## src/sipe_pkg.sv

```systemverilog
`timescale 1ns / 1ps

package sipe_pkg;

  // node count as a power of two, range 1 to 32
  localparam int NODE_BITS = 20;

  // field widths of the streams
  localparam int NONCE_W = 32;
  localparam int NODE_W  = 20;
  localparam int LANE_W  = 64;
  localparam int HALF_W  = LANE_W / 2;
  localparam int IN_TDATA_W  = ((NONCE_W + 7) / 8) * 8;
  localparam int OUT_BITS    = 2 * NODE_W + NONCE_W;
  localparam int OUT_TDATA_W = ((OUT_BITS + 7) / 8) * 8;

  // register indexes of the configuration port
  localparam int CFG_INDEX_W = 2;
  localparam logic [CFG_INDEX_W-1:0] REG_KEY_LOW  = CFG_INDEX_W'(0);
  localparam logic [CFG_INDEX_W-1:0] REG_KEY_HIGH = CFG_INDEX_W'(1);

  // siphash initial constants and finalization byte
  localparam logic [LANE_W-1:0] SIP_C0 = 64'h736f6d6570736575;
  localparam logic [LANE_W-1:0] SIP_C1 = 64'h646f72616e646f6d;
  localparam logic [LANE_W-1:0] SIP_C2 = 64'h6c7967656e657261;
  localparam logic [LANE_W-1:0] SIP_C3 = 64'h7465646279746573;
  localparam logic [LANE_W-1:0] SIP_FINAL_XOR = 64'h00000000000000ff;

  // mask of a node number, held in a half-word
  localparam logic [HALF_W-1:0] NODE_MASK = HALF_W'((64'd1 << NODE_BITS) - 64'd1);

  typedef struct packed {
    logic [LANE_W-1:0] v0;
    logic [LANE_W-1:0] v1;
    logic [LANE_W-1:0] v2;
    logic [LANE_W-1:0] v3;
  } sipe_lanes_t;

  // one nonce in flight with its hash state
  typedef struct packed {
    sipe_lanes_t        lanes;
    logic [NONCE_W-1:0] nonce;
  } sipe_item_t;

  function automatic logic [LANE_W-1:0] rotl(input logic [LANE_W-1:0] x, input int r);
    rotl = (x << r) | (x >> (LANE_W - r));
  endfunction

  // first half of a sipround: one add on each lane pair
  function automatic sipe_lanes_t half_a(input sipe_lanes_t l);
    sipe_lanes_t o;
    o.v0 = l.v0 + l.v1;
    o.v1 = rotl(l.v1, 13) ^ o.v0;
    o.v0 = rotl(o.v0, 32);
    o.v2 = l.v2 + l.v3;
    o.v3 = rotl(l.v3, 16) ^ o.v2;
    half_a = o;
  endfunction

  // second half of a sipround
  function automatic sipe_lanes_t half_b(input sipe_lanes_t l);
    sipe_lanes_t o;
    o.v0 = l.v0 + l.v3;
    o.v3 = rotl(l.v3, 21) ^ o.v0;
    o.v2 = l.v2 + l.v1;
    o.v1 = rotl(l.v1, 17) ^ o.v2;
    o.v2 = rotl(o.v2, 32);
    half_b = o;
  endfunction

endpackage

```

## src/sipe_final.sv

```systemverilog
`timescale 1ns / 1ps

// lane fold, then node split with self-loop fix into the output register
module sipe_final (
  input  logic                                clk,
  input  logic                                rst_n,
  input  logic                                in_valid,
  output logic                                in_ready,
  input  sipe_pkg::sipe_item_t                in_item,
  output logic                                out_valid,
  input  logic                                out_ready,
  output logic [sipe_pkg::NODE_W-1:0]         node_u,
  output logic [sipe_pkg::NODE_W-1:0]         node_v,
  output logic [sipe_pkg::NONCE_W-1:0]        edge_nonce
);

  logic                              valid_f_r;
  logic [sipe_pkg::LANE_W-1:0]       hash_r;
  logic [sipe_pkg::NONCE_W-1:0]      nonce_f_r;
  logic                              valid_o_r;
  logic [sipe_pkg::NODE_W-1:0]       node_u_r;
  logic [sipe_pkg::NODE_W-1:0]       node_v_r;
  logic [sipe_pkg::NONCE_W-1:0]      nonce_o_r;
  logic                              ready_f;
  logic                              ready_o;
  logic [sipe_pkg::HALF_W-1:0]       u_full;
  logic [sipe_pkg::HALF_W-1:0]       v_full;
  logic [sipe_pkg::HALF_W-1:0]       v_bump;
  logic [sipe_pkg::HALF_W-1:0]       v_sel;

  assign ready_o  = !valid_o_r || out_ready;
  assign ready_f  = !valid_f_r || ready_o;
  assign in_ready = ready_f;

  // node numbers at full node width, then bumped v on a self-loop
  assign u_full = hash_r[sipe_pkg::LANE_W-1:sipe_pkg::HALF_W] & sipe_pkg::NODE_MASK;
  assign v_full = hash_r[sipe_pkg::HALF_W-1:0] & sipe_pkg::NODE_MASK;
  assign v_bump = (v_full + sipe_pkg::HALF_W'(1)) & sipe_pkg::NODE_MASK;
  assign v_sel  = (u_full == v_full) ? v_bump : v_full;

  always_ff @(posedge clk) begin
    if (!rst_n) begin
      valid_f_r <= 1'b0;
      valid_o_r <= 1'b0;
    end else begin
      if (ready_f) begin
        valid_f_r <= in_valid;
      end
      if (ready_o) begin
        valid_o_r <= valid_f_r;
      end
    end
  end

  always_ff @(posedge clk) begin
    if (ready_f && in_valid) begin
      hash_r    <= in_item.lanes.v0 ^ in_item.lanes.v1 ^ in_item.lanes.v2 ^ in_item.lanes.v3;
      nonce_f_r <= in_item.nonce;
    end
    if (ready_o && valid_f_r) begin
      node_u_r  <= u_full[sipe_pkg::NODE_W-1:0];
      node_v_r  <= v_sel[sipe_pkg::NODE_W-1:0];
      nonce_o_r <= nonce_f_r;
    end
  end

  assign out_valid  = valid_o_r;
  assign node_u     = node_u_r;
  assign node_v     = node_v_r;
  assign edge_nonce = nonce_o_r;

endmodule

```

## config.mk

```make
export PLATFORM = sky130hd
export DESIGN_NAME = sipe_final
export DESIGN_NICKNAME = d
export VERILOG_FILES = /design/src/sipe_pkg.sv /design/src/sipe_final.sv
export SDC_FILE = /design/constraint.sdc
export NUM_CORES = 1
export LEC_CHECK = 0
export ABC_AREA = 1
export BUFFER_PORTS_ARGS = -buffer_cell sky130_fd_sc_hd__buf_2
export CORE_AREA = 4 4 139 141
export CTS_CLUSTER_SIZE = 12
export DETAILED_ROUTE_END_ITERATION = 6
export DIE_AREA = 0 0 143 145
export PLACE_DENSITY_LB_ADDON = 0.1
export SLEW_MARGIN = 20
export SYNTH_ARGS = -nofsm -noshare
export SYNTH_HDL_FRONTEND = slang
export SYNTH_SLANG_ARGS = --single-unit
```

## constraint.sdc

```tcl
create_clock -name clk -period 13 [get_ports clk]
set_clock_uncertainty 0.1 [all_clocks]
set_input_delay 0.65 -clock clk [delete_from_list [all_inputs] [get_ports clk]]
set_output_delay 0.65 -clock clk [all_outputs]
set_load 0.01 [all_outputs]
```

* Word level (Yosys, flattened, before mapping)
Index checks and enable logic that the tools add are counted.
Word-level totals: RAM bits 0, bits in latches 0, memories 0, input port bits 292, output and inout port bits 74, logic and storage cells 19, bits in read-only memories 0, register bits 158
Cells by class: muxes and demuxes 1, reductions and logical operators 6, equal/unequal tests 1, multipliers 0, bitwise operators 3, shift operators 0, magnitude comparators 0, add/subtract/negate cells 1, div/mod/pow operators 0
Operator list (count):
- $xor A52 B52 Y52 | 3
- $add A20 B1 Y20 const B | 1
- $eq A20 B20 Y1 | 1
- $mux W20 | 1
- $logic_and A1 B1 Y1 | 2
- $logic_not A1 Y1 | 2
- $logic_or A1 B1 Y1 | 2

* Longest topological paths before layout
depth after elaboration 4, gate-level depth with buffers 11, mapped depth without buffers 10

* Worst setup path before layout
OpenSTA, ideal clock, no wires.
path type input port to flip-flop, start point input port out_ready, end point register nonce_o_r (netlist bit edge_nonce[0]) (enable), stages 2, slack 8191 ps, buffers on the path 0, arrival time 4183 ps, required time 12374 ps, cell sequence inv_1 a21oi_1
Between the ends: word-level cells in the longest chain between the ends 2
RTL lines:
- start, declared | line sipe_final.sv:11 | input logic out_ready,
- $logic_or A1 B1 Y1 | line sipe_final.sv:31 | assign ready_o = !valid_o_r || out_ready;
- $logic_and A1 B1 Y1 | line sipe_final.sv:60 | if (ready_o && valid_f_r) begin
- end signal, assigned | line sipe_final.sv:63 | nonce_o_r <= nonce_f_r;
- end, declared | line sipe_final.sv:23 | logic [sipe_pkg::NONCE_W-1:0] nonce_o_r;
No other way between the ends. A chain may end at the register's enable or synchronous reset.

* Worst setup path after layout
start point register hash_r[2] in the netlist's numbering, end point register node_v_r (netlist bit node_v[8]) (data pin)
Between the ends: word-level cells in the longest chain between the ends 2, elaborated cells between the ends (all ways) 3, those cells by class add/sub: 1; eq/ne: 1; mux: 1
RTL lines:
- start, declared | line sipe_final.sv:18 | logic [sipe_pkg::LANE_W-1:0] hash_r;
- start signal, assigned | line sipe_final.sv:57 | hash_r <= in_item.lanes.v0 ^ in_item.lanes.v1 ^ in_item.lanes.v2 ^ in_item.lanes.v3;
- $add A20 B1 Y20 or $eq A20 B20 Y1 (tied branches) | line sipe_final.sv:38, sipe_final.sv:39
- $mux W20 * | line sipe_final.sv:39 | assign v_sel = (u_full == v_full) ? v_bump : v_full;
- via v_sel, one bit | line sipe_final.sv:29 | logic [sipe_pkg::HALF_W-1:0] v_sel;
- end signal, assigned | line sipe_final.sv:62 | node_v_r <= v_sel[sipe_pkg::NODE_W-1:0];
- end, declared | line sipe_final.sv:22 | logic [sipe_pkg::NODE_W-1:0] node_v_r;
The timed path passes the listed nets; every way through them passes the cells marked *.

==> metrics <==
R2R depth=9; arrival time worst endpoint=2390 ps; Post-Synthesis Cells=approximately 560; drt initial violations=214; routability cong.=0.849; YS warnings=0; synth-to-layout area growth=33.2%; post-DR wirelength/cell=14.1 microns; PostCTS Resize Cnt=0; Vias=between 4000 and 5000; layout cells sized above 1=0.364; die span in x=between 100 and 150 microns; met1 usage=0.172; CP cell instances=inv_1 > nand2_1 > nand2_1 > nor2_1 > nand2_1 > nor2_2 > nand3_4 > nand2_1 > nand2_1; largest area contributor in the netlist=edfxtp_1; fmax=between 400 and 500 MHz; ant diodes=0; commonest non-fill, non-tap cell in the layout=buf_2; GR Util All Layers=0.144; reg2reg setup slack=roughly 11000 ps; Final ANT Viol Nets=0; Max transition margin=0.361; synthesized area per cell=~12 sq um; Post-Syn Area=about 6700 sq um; maxcap violations=0; gr ovfl total=0; hold path start=in_item[15]; status=completed; num ports=approximately 370; post-synthesis cell type count=20; Clock Tree Root=clkbuf_16; CTS tree=done; clk slew on worst S/H paths=60 ps; Die Footprint=just over 20000 sq um; CP most frequent cell=nand2_1; CTS Sinks=about 150; H-tree depth=4; max incr delay on CP=between 500 and 600 ps; RR Endpoint=node_v[8]$_DFFE_PP_; Slowest cell on crit path=edfxtp_1; startpoint types=flop; met2 global-route usage=0.245; Chip Height=between 100 and 150 microns; Final min period=2340 ps; buffers added on ports=about 270; Hold Vio Cnt, Final=0; Peak VDD IR=around 0.000081 V; CTS buffer count=17; # Post-CTS Setup Buffers=0; CTS max path bufs=2; syn_nets=approximately 860; post-synth top area share=0.641; Clock Latency Late Sink=410 ps; crit path capture type=flop; Hold Path Sink=nonce_f_r[15]$_DFFE_PP_; CP Class=reg2reg; routed wire length=~15000 microns; Site Rows=49; total chip power=around 1.3 mW; initial antenna violation count=0; Worst Tran Pin Value=approximately 960 ps; largest net degree at the start of global routing=73; area of the core=around 18000 sq um; WP data required=13050 ps; largest fanout on the critical path=19; DR vias/cell=approximately 4.4; Starting Density=0.375; GR peak layer=met2; first-pass GRT wire length=between 20000 and 25000 microns; Final setup viols=0; Power Density=about 140 nW/um^2; met3 usage=0.0434; WHS Path Cells=1; drt first pass iters=5; HP Class=in2reg; Synth area leaders=edfxtp_1, xnor2_1, nand2_1; Final Cycle Share=0.180; static leakage=3.90 nW; commonest cells after routing, fill and taps aside=buf_2, nand2_1, edfxtp_1, xnor2_1, xor2_1; number of global-route vias before repair=4870; part of the Yosys area used for sequential elements=0.647; dpl hpwl=about 12000 microns; post-layout util=0.500; Slew Limit Fails=0; Worst R2R Start=hash_r[2]$_DFFE_PP_; DR DRC count=0; Hold-fix buffers, CTS=0; synthesized flop and latch total=146; Setup TNS=0 ps; RSZ-0062 raised after global routing=false; Final nets=1139
[synthesized netlist by cell type, drive strengths merged]
cell type	number
inv	49
nand3	20
a21oi	3
xnor2	84
nand2	147
edfxtp	144
nand4	14
o21ai	2
xor2	51
ha	1
dfxtp	2
nor2b	1
buf	8
nor2	38
[worst max path at each step]
stage	endpoint	start	slack [ps]
global placement	node_v[8]$_DFFE_PP_	hash_r[2]$_DFFE_PP_	10620
CTS	node_v[8]$_DFFE_PP_	hash_r[2]$_DFFE_PP_	10610
finish	node_v[8]$_DFFE_PP_	hash_r[2]$_DFFE_PP_	10660
global route	node_v[8]$_DFFE_PP_	hash_r[2]$_DFFE_PP_	10420
floorplan	edge_nonce[0]$_DFFE_PP_	out_ready	8190
detailed placement	hash_r[47]$_DFFE_PP_	out_ready	10630
[worst max-delay path: cells and delay by family, from the launching register on]
kind                   cells  cell delay [ps]
DFF                        1              510
and+or+nand+nor            8             1400
buffers and inverters      1               70
[report_power, final]
group          internal (mW)  switching (mW)
sequential             0.570          0.0267
combinational         0.0795          0.0914
clock                  0.325           0.193
total                  0.974           0.311
[metrics by stage]
stage                     cells  area [sq um]  setup WS (ps)  hold slack [ps]
final                      1088          8980          10660              316
after global routing       1088          8980          10420              292
after CTS                  1088          8980          10610              291
after detailed placement   1056          8350          10630              305
after global placement     1056          8350          10620              300
after floorplan             564          6750           8190              300
[metal layers]
layer,part of all wire,up-vias
met3,0.094,6
met5,0,-
li1,-,2419
met1,0.40,2169
met2,0.50,213
met4,0.0062,0
[sequential cells by signal (all words and copies together), names as in the netlist]
| signal | cells |
|---|---|
| hash_r | 40 |
| edge_nonce | 32 |
| nonce_f_r | 32 |
| node_u | 20 |
| node_v | 20 |
| out_valid | 1 |
| valid_f_r | 1 |
[cell families (layout without fill, tap and decap cells)]
kind of cell | count (synthesis) | count (layout) | share of synthesized area
XOR/XNOR | 135 | 135 | 0.175
AO/OA/AOI/OAI | 5 | 5 | 0.00371
buffers and inverters | 57 | 352 | 0.0352
AND/OR/NAND/NOR | 220 | 220 | 0.137
flip-flops | 146 | 146 | 0.647
adder cells (fa/ha/maj) | 1 | 1 | 0.00185
[final cells by class]
type | instances | area [sq um]
clock buffers | 18 | 429
clock inverters | 14 | 204
fillers | 1653 | 8980
inverters | 49 | 185
multi-input cells | 361 | 2150
flip-flops and latches | 146 | 4360
well taps | 229 | 287
repair buffers | 271 | 1360
No activity file was read; power rests on OpenSTA's default activity.
