[config.mk]
export PLATFORM = sky130hd
export DESIGN_NAME = sipe_round
export DESIGN_NICKNAME = d
export VERILOG_FILES = /design/src/sipe_pkg.sv /design/src/sipe_round.sv
export SDC_FILE = /design/constraint.sdc
export NUM_CORES = 1
export LEC_CHECK = 0
export ABC_CLOCK_PERIOD_IN_PS = 32500
export CAP_MARGIN = 20
export CORE_AREA = 5 5 300 243
export CTS_CLUSTER_SIZE = 40
export DETAILED_ROUTE_END_ITERATION = 8
export DIE_AREA = 0 0 305 248
export DONT_BUFFER_PORTS = 1
export PLACE_DENSITY = 0.71
export SYNTH_ARGS = -nofsm -noshare
export SYNTH_HDL_FRONTEND = slang
export SYNTH_SLANG_ARGS = --single-unit
[constraint.sdc]
create_clock -name clk -period 32.5 [get_ports clk]
set_input_delay 1.625 -clock clk [delete_from_list [all_inputs] [get_ports clk]]
set_output_delay 1.625 -clock clk [all_outputs]
set_load 0.05 [all_outputs]
[src/sipe_pkg.sv]
`timescale 1ns / 1ps

package sipe_pkg;

  // node count as a power of two, range 1 to 32
  localparam int NODE_BITS = 20;

  // field widths of the streams
  localparam int NONCE_W = 32;
  localparam int NODE_W  = 20;
  localparam int LANE_W  = 64;
  localparam int HALF_W  = LANE_W / 2;
  localparam int IN_TDATA_W  = ((NONCE_W + 7) / 8) * 8;
  localparam int OUT_BITS    = 2 * NODE_W + NONCE_W;
  localparam int OUT_TDATA_W = ((OUT_BITS + 7) / 8) * 8;

  // register indexes of the configuration port
  localparam int CFG_INDEX_W = 2;
  localparam logic [CFG_INDEX_W-1:0] REG_KEY_LOW  = CFG_INDEX_W'(0);
  localparam logic [CFG_INDEX_W-1:0] REG_KEY_HIGH = CFG_INDEX_W'(1);

  // siphash initial constants and finalization byte
  localparam logic [LANE_W-1:0] SIP_C0 = 64'h736f6d6570736575;
  localparam logic [LANE_W-1:0] SIP_C1 = 64'h646f72616e646f6d;
  localparam logic [LANE_W-1:0] SIP_C2 = 64'h6c7967656e657261;
  localparam logic [LANE_W-1:0] SIP_C3 = 64'h7465646279746573;
  localparam logic [LANE_W-1:0] SIP_FINAL_XOR = 64'h00000000000000ff;

  // mask of a node number, held in a half-word
  localparam logic [HALF_W-1:0] NODE_MASK = HALF_W'((64'd1 << NODE_BITS) - 64'd1);

  typedef struct packed {
    logic [LANE_W-1:0] v0;
    logic [LANE_W-1:0] v1;
    logic [LANE_W-1:0] v2;
    logic [LANE_W-1:0] v3;
  } sipe_lanes_t;

  // one nonce in flight with its hash state
  typedef struct packed {
    sipe_lanes_t        lanes;
    logic [NONCE_W-1:0] nonce;
  } sipe_item_t;

  function automatic logic [LANE_W-1:0] rotl(input logic [LANE_W-1:0] x, input int r);
    rotl = (x << r) | (x >> (LANE_W - r));
  endfunction

  // first half of a sipround: one add on each lane pair
  function automatic sipe_lanes_t half_a(input sipe_lanes_t l);
    sipe_lanes_t o;
    o.v0 = l.v0 + l.v1;
    o.v1 = rotl(l.v1, 13) ^ o.v0;
    o.v0 = rotl(o.v0, 32);
    o.v2 = l.v2 + l.v3;
    o.v3 = rotl(l.v3, 16) ^ o.v2;
    half_a = o;
  endfunction

  // second half of a sipround
  function automatic sipe_lanes_t half_b(input sipe_lanes_t l);
    sipe_lanes_t o;
    o.v0 = l.v0 + l.v3;
    o.v3 = rotl(l.v3, 21) ^ o.v0;
    o.v2 = l.v2 + l.v1;
    o.v1 = rotl(l.v1, 17) ^ o.v2;
    o.v2 = rotl(o.v2, 32);
    half_b = o;
  endfunction

endpackage

[src/sipe_round.sv]
`timescale 1ns / 1ps

// one sipround over two register stages, each holding one half-round
module sipe_round (
  input  logic                  clk,
  input  logic                  rst_n,
  input  logic                  in_valid,
  output logic                  in_ready,
  input  sipe_pkg::sipe_item_t  in_item,
  output logic                  out_valid,
  input  logic                  out_ready,
  output sipe_pkg::sipe_item_t  out_item
);

  logic                 valid_a_r;
  logic                 valid_b_r;
  sipe_pkg::sipe_item_t item_a_r;
  sipe_pkg::sipe_item_t item_b_r;
  logic                 ready_a;
  logic                 ready_b;

  // a stage takes a beat when empty or when its successor takes one
  assign ready_b  = !valid_b_r || out_ready;
  assign ready_a  = !valid_a_r || ready_b;
  assign in_ready = ready_a;

  always_ff @(posedge clk) begin
    if (!rst_n) begin
      valid_a_r <= 1'b0;
      valid_b_r <= 1'b0;
    end else begin
      if (ready_a) begin
        valid_a_r <= in_valid;
      end
      if (ready_b) begin
        valid_b_r <= valid_a_r;
      end
    end
  end

  // half-round payloads
  always_ff @(posedge clk) begin
    if (ready_a && in_valid) begin
      item_a_r.lanes <= sipe_pkg::half_a(in_item.lanes);
      item_a_r.nonce <= in_item.nonce;
    end
    if (ready_b && valid_a_r) begin
      item_b_r.lanes <= sipe_pkg::half_b(item_a_r.lanes);
      item_b_r.nonce <= item_a_r.nonce;
    end
  end

  assign out_valid = valid_b_r;
  assign out_item  = item_b_r;

endmodule

Yosys cells after proc, flatten, opt, wreduce, memory -nomap -nowiden
Cells that the tools add are included.
Widths: inputs -> output; s select.
{ "totals": {"regBits": 578, "wordCells": 32, "out_inout_bits": 290} }
{ "op_classes": {"bitwise": 10, "n_reduce_logical": 6, "n_addsub": 4} }
{ "ops": {"columns": ["operator", "n"], "rows": [
  ["$add 64x64->64", 4],
  ["$xor 64x64->64", 4],
  ["$or 64x32->64", 2],
  ["$or 64x13->64", 1],
  ["$or 64x16->64", 1],
  ["$or 64x17->64", 1],
  ["$or 64x21->64", 1],
  ["$logic_and 1x1->1", 2],
  ["$logic_not 1->1", 2],
  ["$logic_or 1x1->1", 2]
]} }

Longest topological paths before layout
Gate-level depths: netlist of run 1.
{ "logic_depth": {"ltp_word": 4, "depth_mapped": 13, "ltp_nobuf": 13} }

Least setup slack after synthesis of run 1
Ideal clock, no wire load.
{ "synth_path": {"path_type": "input-to-reg", "start": "input out_ready", "end": "register item_b_r (netlist bit out_item[0]) (enable)", "stages": 2, "path_slack_ns": 17.127, "n_path_buf": 0, "arrival_ns": 14.395, "setup_ns": 0.978, "cell_sequence": "nor2b_1 -> nor2b_1"} }
{ "synth_via": {"elab_chain_cells": 2} }
{ "synth_rtl": {"columns": ["item", "line_no", "text"], "rows": [
  ["from (decl)", "sipe_round.sv:11", "input logic out_ready,"],
  ["$logic_or 1x1->1", "sipe_round.sv:23", "assign ready_b = !valid_b_r || out_ready;"],
  ["$logic_and 1x1->1", "sipe_round.sv:47", "if (ready_b && valid_a_r) begin"],
  ["to (decl)", "sipe_round.sv:18", "sipe_pkg::sipe_item_t item_b_r;"]
]} }
No other way between the ends.
A chain may end at the register's enable or synchronous reset.

Final worst setup path of run 1
{ "layout_path": {"start": "input in_item[160] (netlist name)", "end": "register item_a_r[196] (netlist name), data pin"} }
{ "layout_via": {"elab_chain_cells": 2} }
{ "layout_rtl": {"columns": ["item", "line_no", "text"], "rows": [
  ["from (decl)", "sipe_round.sv:9", "input sipe_pkg::sipe_item_t in_item,"],
  ["$add 64x64->64", "sipe_pkg.sv:52", "o.v0 = l.v0 + l.v1;"],
  ["$xor 64x64->64", "sipe_pkg.sv:53", "o.v1 = rotl(l.v1, 13) ^ o.v0;"],
  ["to (decl)", "sipe_round.sv:17", "sipe_pkg::sipe_item_t item_a_r;"]
]} }
No other way between the ends.

==> results of run 1 <==
[worst max-delay path, stage by stage]
cell and delay [ps]:
ha_1 240, inv_1 90, fa_1 430, nand2b_1 190, a21oi_1 230, o21ai_0 320, o211ai_2 410, a21oi_1 170
or3_1 370, o21ai_1 280, a21boi_0 190, xnor2_1 440, xor2_1 110
[state kept, by name, indices dropped and copies added, names as in the netlist]
| signal | flops |
|---|---|
| item_a_r | 288 |
| out_item | 288 |
| out_valid | 1 |
| valid_a_r | 1 |
[final timing paths]
path,slack (ps),endpoint,cells past startpoint,from
worst max-delay path,27750,item_a_r[196],13,in_item[160]
worst min-delay path,420,out_item[20],0,item_a_r[20]
worst max register to register,28160,out_item[72],13,item_a_r[224]
worst min register to register,420,out_item[20],0,item_a_r[20]
[per-layer routing]
metal  up-vias  global-route usage (%)  part of all wire, %
li1      11300                       -                    -
met1     13000                    49.0                   40
met2      1799                    51.7                   42
met3       263                    15.1                   14
met4        24                    11.6                  3.9
met5         -                       0                 0.12
[power by group]
group	leakage (nW)	switching (mW)	internal [mW]
sequential	5.53	0.364	1.06
combinational	7.73	0.656	0.331
clock	0.905	0.307	0.372
[stage by stage]
step / hold WS [ps] / utilization [%] / setup slack, ps / total power, mW / area (um^2)
global placement: 400 / 50.8 / 27240 / 2.38 / 35400
finish: 420 / 53.5 / 27750 / 3.09 / 37400
floorplan: 400 / - / 17130 / 2.01 / 34500
detailed placement: 405 / 50.8 / 27250 / 2.39 / 35400
global route: 423 / 53.5 / 27630 / 3.19 / 37300
CTS: 418 / 53.5 / 27920 / 3.06 / 37300
[cells by family (layout without fill, tap and decap cells)]
logic type	Yosys count	in the layout	share of synthesized area, %
and+or+nand+nor	642	642	9.08
DFF	578	578	50.3
adders and majority gates	256	256	9.37
xor gates and xnor gates	508	508	13.0
buffers and inverters	155	182	1.72
AOI/OAI and AO/OA	882	882	16.5
other	0	18	0
[layout make-up]
class / instances / area (um^2)
fillers: 6040 / 32400
flip-flops and latches: 578 / 17300
multi-input cells: 2288 / 16600
clock buffers: 68 / 1490
well taps: 934 / 1170
clock inverters: 39 / 398
inverters: 65 / 244
repair buffers: 10 / 87.6
diodes: 18 / 45.0
[cells in the final DEF, fill, tap and decap left out, types with 67 or more instances in the layout]
| cell type | netlist | layout |
|---|---|---|
| edfxtp_1 | 576 | 576 |
| nand2_1 | 203 | 203 |
| xnor2_1 | 169 | 169 |
| nor2_1 | 140 | 140 |
| a21oi_1 | 285 | 285 |
| ha_1 | 252 | 252 |
| xor2_1 | 335 | 335 |
| o21ai_0 | 149 | 149 |
| nand4_1 | 67 | 67 |
| a21o_1 | 135 | 135 |
==> results.yml, run 1 <==
yosys:
  synth-edff-count: 576
  synth-main-ff-cell: "edfxtp_1"
  netlist_top_cells_area: "edfxtp_1 50%, ha_1 9.1%, xor2_1 8.5%"
  synth_area_um2: 34500
  seq_area_frac_synth_pct: 50.3
  postSynthCellCount: 3021
  synth.most_common_cell: "edfxtp_1"
  syn_avg_cell_area_um2: 11.4
  netlist.area_leader.share_pct: 50.1
  synth_fp_nets: 3569
  ys_ff_latch: 578
  synth.distinct_cells: 82
  async_flop_share_pct: 0
  synth_warnings: 0
  yosys.area.top_type: "edfxtp_1"
  synth_commonest_cells: "576 x edfxtp_1, 335 x xor2_1, 285 x a21oi_1"
sta:
  hold_viol_final: 0
  worstMarginPinSlew_ps: 1160
  maxSlewViolCount: 0
  period_needed_ps: 4750
  clock.fmax_mhz: 211
  maxSlewHeadroom_pct: 22.7
  fin_worst_skew_ps: 37.8
  setup_violations: 0
  post-route-period-util_pct: 14.6
  tns_ps: 0
  rsz0062_at_grt: "no"
global_route:
  grt.overflow.total: 0
  track_usage_pct: 35.8
  grt_pass1_vias: 24300
  grt_pass1_wl_um: 191000
  grt_start_max_net_pins: 151
  antenna_found_initial: 25
die:
  die_area_um2: 75600
  core_area_um2: 69800
  die_x_um: 305
  rows: 87
  ios: 582
  start_util_pct: 49.4
  dieHeight_um: 248
worst_setup_path:
  path_max_fanout: 4
  critPathRequiredTime_ps: 32860
  critPathKind: "input pin to flop"
  worstPathArrival_ps: 5110
  worstSetupEndpointType: "flop"
  startpoint_type: "input pin"
route:
  finalWirelength_um: 142000
  viasPerCell: 6.61
  num_vias: 26400
  antenna_left: 0
  drc: 0
  avgRoutedWirePerCell_um: 35.5
  dr.first_iter.drc_count: 3678
  first_pass_iters: 8
clock_network:
  cts-root-buf: "clkbuf_16"
  htree_levels: 2
  post_cts_resized: 0
  numCtsBuffers: 58
  post_cts_buffers: 0
  clkLatencyLatePin_ps: 660
  tritoncts: "yes"
  clkSlewWorstSetupHoldPaths_ps: 60
  clock-sinks: 578
  holdBufCountCts: 0
  clock_path_buffers: 3
pwr:
  powerDensity_nw_per_um2: 82.6
  ir_worst_vdd_mv: 0.0493
  p_leak_nw: 14.2
place:
  dp.cells: 3874
  io_buffers: 0
  gp_congestion: 1.04
  place_hpwl_um: 120000
outcome:
  status: "finished, final reports clean"
cells_and_area:
  final_cells: 4000
  nNetsFinal: 3549
  drive_above_1_share_pct: 4.63
  areaGrowthSynthToFinish_pct: 8.26
run:
  drv_cap: 0
worst_hold_path:
  hp-class: "flop to flop"
(Power assumes the default switching activity.)
==> run 2: changes to the inputs <==
--- a/config.mk
+++ b/config.mk
@@ -5,7 +5,7 @@
 export SDC_FILE = /design/constraint.sdc
 export NUM_CORES = 1
 export LEC_CHECK = 0
-export ABC_CLOCK_PERIOD_IN_PS = 32500
+export ABC_CLOCK_PERIOD_IN_PS = 4750
 export CAP_MARGIN = 20
 export CORE_AREA = 5 5 300 243
 export CTS_CLUSTER_SIZE = 40
==> constraint.sdc (replaced) <==
create_clock -name clk -period 4.75 [get_ports clk]
set_input_delay 0.2375 -clock clk [delete_from_list [all_inputs] [get_ports clk]]
set_output_delay 0.2375 -clock clk [all_outputs]
set_load 0.05 [all_outputs]
==> results.yml, run 2 (same netlist as run 1, synthesis figures left out) <==
outcome:
  status: "finished, final reports clean"
die:
  start_util_pct: 49.4
  die_area_um2: 75600
  core_area_um2: 69800
  dieHeight_um: 248
  rows: 87
  ios: 582
  die_x_um: 305
sta:
  post-route-period-util_pct: 91.7
  rsz0062_at_grt: "no"
  period_needed_ps: 4360
  clock.fmax_mhz: 230
  fin_worst_skew_ps: 53.6
  setup_violations: 0
  maxSlewViolCount: 0
  worstMarginPinSlew_ps: 1200
  tns_ps: 0
  maxSlewHeadroom_pct: 19.2
  hold_viol_final: 0
worst_setup_path:
  critPathRequiredTime_ps: 5110
  worstSetupEndpointType: "flop"
  worstPathArrival_ps: 4720
  path_max_fanout: 4
  startpoint_type: "flop"
  critPathKind: "flop to flop"
global_route:
  grt_start_max_net_pins: 123
  antenna_found_initial: 37
  grt.overflow.total: 0
  track_usage_pct: 37.8
  grt_pass1_wl_um: 202000
  grt_pass1_vias: 25500
pwr:
  powerDensity_nw_per_um2: 553
  p_leak_nw: 15.0
  ir_worst_vdd_mv: 0.542
place:
  place_hpwl_um: 123000
  dp.cells: 3895
  place_area_um2: 35600
  gp_congestion: 1.08
  io_buffers: 0
route:
  first_pass_iters: 6
  dr.first_iter.drc_count: 4108
  drc: 0
  viasPerCell: 6.59
  avgRoutedWirePerCell_um: 35.7
  finalWirelength_um: 150000
  num_vias: 27700
  antenna_left: 0
clock_network:
  tritoncts: "yes"
  clock_path_buffers: 3
  post_cts_resized: 0
  clkLatencyLatePin_ps: 670
  clock-sinks: 578
  clkSlewWorstSetupHoldPaths_ps: 70
  htree_levels: 2
  cts-root-buf: "clkbuf_16"
  numCtsBuffers: 57
cells_and_area:
  nNetsFinal: 3734
  final_common_cell: "edfxtp_1"
  final_cells: 4197
  mostFrequentLayoutCells: "576 x edfxtp_1, 335 x xor2_1, 285 x a21oi_1, 252 x ha_1, 203 x nand2_1"
  fin_util_pct: 56.3
  stdcell_area_um2: 39300
  areaGrowthSynthToFinish_pct: 13.9
  drive_above_1_share_pct: 5.20
run:
  drv_cap: 0
worst_hold_path:
  hp-class: "input pin to flop"
[run 2: where the power goes]
group / switching, mW / internal (mW)
logic: 4.89 / 2.40
registers: 2.45 / 7.22
clock network: 2.17 / 2.62
[run 2: per-stage QoR]
stage               total power [mW]  setup slack, ps  hold WS, ps
floorplan                       13.7             -471          336
global placement                16.6              740          336
detailed placement              16.6              704          336
CTS                             21.5              571         12.4
global route                    22.4              232         63.0
finish                          21.7              393         43.7
[run 2: path summary, 6_finish.rpt]
kind,startpoint,endpoint,slack [ps],depth (start not counted)
worst max-delay path,item_a_r[160],out_item[210],390,14
worst min-delay path,in_item[158],item_a_r[158],40,2
worst max register to register,item_a_r[160],out_item[210],390,14
worst min register to register,item_a_r[15],out_item[15],420,0
[run 2: worst max-delay path, stage by stage (launching register included)]
cell	delay [ps]
edfxtp_1	370
ha_1	210
inv_1	90
fa_1	430
nor2b_1	180
o21bai_1	120
a21oi_1	300
a21oi_1	220
o2bb2ai_1	390
buf_4	280
o31a_1	360
o21a_1	290
o311ai_2	270
xor2_1	420
xor2_1	110
[run 2: cell type report]
cell class / instances / area (um^2)
clock buffer: 63 / 1450
timing repair buffer: 196 / 1940
fill: 5875 / 30500
antenna: 30 / 75.1
clock inverter: 43 / 504
tap: 934 / 1170
sequential: 578 / 17300
inverter: 65 / 244
multi-input combinational: 2288 / 16600
[run 2: per-layer routing]
layer,share of wire (%),up-vias,GRT usage [%]
met2,42,1946,54.4
met1,41,13700,53.4
met5,0.12,-,0
met4,3.3,26,11.7
li1,-,11700,-
met3,14,279,14.3
[run 2: timing repair]
action,CTS,global route
hold buffers,166,0
endpoints found under the hold margin,163,0
setup buffers,0,0
